`config.mk`:
```
export PLATFORM = sky130hd
export DESIGN_NAME = rwpr_ram
export DESIGN_NICKNAME = d
export VERILOG_FILES = /design/src/rwpr_ram.sv
export SDC_FILE = /design/constraint.sdc
export NUM_CORES = 1
export LEC_CHECK = 0
export BUFFER_PORTS_ARGS = -buffer_cell sky130_fd_sc_hd__buf_4
export CAP_MARGIN = 15
export CORE_AREA = 5 5 191 193
export CTS_BUF_LIST = sky130_fd_sc_hd__clkbuf_4
export DETAILED_ROUTE_END_ITERATION = 8
export DIE_AREA = 0 0 196 198
export GPL_TIMING_DRIVEN = 0
export MAX_ROUTING_LAYER = met4
export PLACE_DENSITY = 0.72
export SYNTH_ARGS = -nofsm -noshare
export SYNTH_HDL_FRONTEND = slang
export SYNTH_SLANG_ARGS = --single-unit
```
`constraint.sdc`:
```
create_clock -name clock -period 5.38 [get_ports clock]
set_input_delay 0.269 -clock clock [delete_from_list [all_inputs] [get_ports clock]]
set_output_delay 0.269 -clock clock [all_outputs]
set_load 0.1 [all_outputs]
```
`src/rwpr_ram.sv`:
```
// Generic RAM: one write port, two registered read ports.
module rwpr_ram #(
   parameter int WIDTH = 24,
   parameter int DEPTH = 16
) (
   input  logic                     clock,
   input  logic                     wr_en,
   input  logic [$clog2(DEPTH)-1:0] wr_addr,
   input  logic [WIDTH-1:0]         wr_data,
   input  logic                     rd_en,
   input  logic [$clog2(DEPTH)-1:0] rd_addr_a,
   input  logic [$clog2(DEPTH)-1:0] rd_addr_b,
   output logic [WIDTH-1:0]         rd_data_a,
   output logic [WIDTH-1:0]         rd_data_b
);

   logic [WIDTH-1:0] mem_ff [DEPTH];
   logic [WIDTH-1:0] rd_a_ff;
   logic [WIDTH-1:0] rd_b_ff;

   always_ff @(posedge clock) begin
      if (wr_en) begin
         mem_ff[wr_addr] <= wr_data;
      end
      if (rd_en) begin
         rd_a_ff <= mem_ff[rd_addr_a];
         rd_b_ff <= mem_ff[rd_addr_b];
      end
   end

   assign rd_data_a = rd_a_ff;
   assign rd_data_b = rd_b_ff;

endmodule

```
# --- Word-level counts from Yosys, hierarchy flattened ---
# Memories as Yosys holds them, arrays and structs flattened. A register that Yosys moved wholly into a read port is not among the register bits.
# Cells that the tools add are included.
op_classes:
  n_mux: 2
op_table:
  columns: ["operator", "n"]
  rows:
  - ["1-bit two-way mux", 2]
totals:
  register_bits: 0
  ram_bits: 384
  output_inout_bits: 48
  elab_cells: 3
  n_memories: 1
mem_list:
  columns: ["memory", "depth", "width", "rd", "rd_clocked_by_memory_dff", "wr", "line", "text"]
  rows:
  - ["mem_ff", 16, 24, 2, 2, 1, "17", "logic [WIDTH-1:0] mem_ff [DEPTH];"]

# --- Logic depth before layout (Yosys ltp) ---
logic_depth:
  word_depth: 2
  mapped_depth: 6
  ltp_nobuf: 3

# --- Least setup slack after synthesis ---
# OpenSTA, ideal clock, no wires.
synth_timing:
  path_type: "input -> register"
  startpoint: "input wr_addr[2]"
  endpoint: "memory mem_ff[0][0] (enable)"
  setup_time_ns: 0.435
  t_arrival_ns: 2.451
  t_required_ns: 4.945
  setup_slack_ns: 2.494
  stages: 2
  n_path_buf: 0
  cell_sequence: "or3b_2 -> nor3_1"
synth_rtl:
  columns: ["item", "line", "text"]
  rows:
  - ["from (decl)", "8", "input logic [$clog2(DEPTH)-1:0] wr_addr,"]
  - ["to (decl)", "17", null]
# Straight into the memory's write port.

# --- Final worst setup path ---
layout_timing:
  startpoint: "input wr_addr[1]"
  endpoint: "memory mem_ff[0][16] (enable)"
# Straight into the memory's write port.

==> impl_metrics.ini <==
[synth]
yosysUniqueCellTypes = 15
synthArstFlopShare_pct = 0
synth_area_leaders = edfxtp_1, mux4_2, a22oi_1
synth.most_common_cell = edfxtp_1
netlist_area_um2 = 18700
netlist.area_leader.share_pct = 69.4
synth_commonest_cells = edfxtp_1, mux4_2, a22oi_1, nand2_1, clkbuf_1
syn-num-nets = 904
synth_top_area_cell = edfxtp_1
avgSynthCellArea_um2 = 21.6
synth_edf_count = 432
yosys_most_used_dff = edfxtp_1
netlist_instances = 865
ys_seq_area_share_pct = 69.4
synth-seq-cells = 432
yosys_warnings = 0

[worst_setup_path]
cp-start-kind = primary input
path_class = primary input to flop
required_ns = 5.85
cp.arrival_ns = 2.30
end_kind = flop
worst-path-max-fanout = 9

[grt]
grt_pass1_vias = 11020
grt_max_degree = 49
grt_overflow_total = 0
grt.total_usage_pct = 26.0
antenna_found_initial = 1
grt_pass1_wl_um = 70100

[cells_and_area]
final_area_um2 = 22000
layout.cells.non_filler = 1633
fin_nets = 1148
syn_to_final_growth_pct = 17.5
post-route-util_pct = 63.9
layout-drive-gt1-share_pct = 42.7

[flow_run]
drv_cap = 0

[placement]
portBuffers = 82
routabilityCongestion = 0.802
dp.cells = 1426
place_area_um2 = 20400
dp_hpwl_um = 30300

[power_and_ir_drop]
power_frac_clock_pct = 35.8
p_switching_mw = 1.84
p_leak_nw = 7.27
sw_frac_of_total_pct = 25.2
p_int_mw = 5.45
vdd.ir_drop.worst_v = 0.000196
seqPwrFrac_pct = 52.7
combPwrFrac_pct = 11.6
p_per_area_nw_per_um2 = 332

[clock_tree]
cts_buffer_depth = 3
insertion_delay_ns = 0.80
ctsResizeCount = 0
clkSlewWorstSetupHoldPaths_ns = 0.07
cts_max_level = 3
ctsRootBufferMaster = clkbuf_4
cts_buffers = 109
numClockSinks = 432
tritoncts = done

[die]
start_util_pct = 54.4
fp.dieH_um = 198
num_rows = 68
io_pins = 87
die_area_um2 = 38800
chipWidth_um = 196
core_area_um2 = 34400

[drt]
routedWlPerCell_um = 29.5
viasPerCell = 6.51
ant_nets = 0
drt-total-wl_um = 48100
drt-initial-drc-count = 1276
drc_errors = 0
num_vias = 10637
first_pass_iters = 5

[timing]
period_share_pct = 33.9
setup_viol = 0
fmax_ghz = 0.548
tightestPinTransition_ns = 1.04
rsz0062_at_grt = false
fin_setup_tns_ns = 0
max_slew_margin_pct = 30.5
clock_skew_ns = 0.0715
drv_slew = 0
hold_viol_final = 0
post-route-min-period_ns = 1.83

[status]
status = completed

[hold_path]
hold_class = primary input to flop
-- cell usage in the layout, fill, tap and decap left out, types with 3 or more instances in the layout --
cell type	count
a22oi_1	96
buf_12	7
buf_16	5
buf_2	21
buf_4	84
buf_6	18
clkbuf_1	35
clkbuf_4	149
clkinv_1	23
clkinv_2	3
dlygate4sd3_1	27
edfxtp_1	432
mux4_2	192
nand2_1	49
nor2_4	12
nor2b_1	4
nor3_2	4
-- critical path, cell delays in order --
cell	delay [ns]
dlygate4sd3_1	0.57
buf_4	0.18
nor3_2	0.21
dlygate4sd3_1	0.68
buf_6	0.20
buf_8	0.17
-- power groups by stage --
stage	Sequential, mW	Clock [mW]	Combinational, mW
2_1_floorplan	4.13	0	0.328
3_3_place_gp	3.91	0	0.800
3_5_place_dp	3.91	0	0.827
4_1_cts	3.84	2.66	0.844
5_1_grt	3.85	2.85	0.880
6_report	3.84	2.61	0.843
-- kinds of logic (layout without fill, tap and decap cells) --
logic type	after synthesis	in the layout	share of synthesized area [%]
other cells	0	1	0
simple gates	79	79	1.79
mux	192	192	23.1
buf+inv	66	378	1.87
compound gates	96	96	3.85
flops	432	432	69.4
-- final cells by class --
type	count	area, µm²
fillers	2416	12400
flip-flops and latches	432	13000
multi-input cells	367	5490
clock buffers	149	1120
plain buffers	66	349
clock inverters	30	169
diodes	1	2.50
well taps	455	569
repair buffers	133	1300
-- per-layer routing --
metal | track usage [%] | share of wire (%)
met1 | 34.3 | 37
met5 | - | 0
met3 | 7.30 | 12
met4 | 9.13 | 3.1
met2 | 39.6 | 48
-- final timing paths --
path / from / endpoint / slack, ns / cells past startpoint
min: rd_en / rd_data_b[16] / 0.09 / 1
max: wr_addr[1] / mem_ff[0][16] / 3.55 / 6
min reg2reg: mem_ff[11][4] / rd_data_a[4] / 0.73 / 3
max reg2reg: mem_ff[11][0] / rd_data_b[0] / 3.79 / 3
-- state kept, by name (all words and copies together), names as in the netlist --
signal and cells:
mem_ff 384, rd_data_b 24, rd_data_a 24
-- timing repair --
item                       CTS  global route
buffers inserted             0             0
setup endpoints to repair    0             0
hold buffers                27             0
hold endpoints to repair   401             0
-- metrics by stage --
stage                     setup WS (ns)  power (mW)  hold slack, ns
after floorplan                    2.49        4.46           0.368
after global placement            0.316        4.71           0.562
after detailed placement           2.97        4.74           0.568
after CTS                          3.62        7.35          0.0429
after global routing               3.60        7.57          0.0538
final                              3.55        7.29          0.0924
Power figures use the tool's default switching activity.
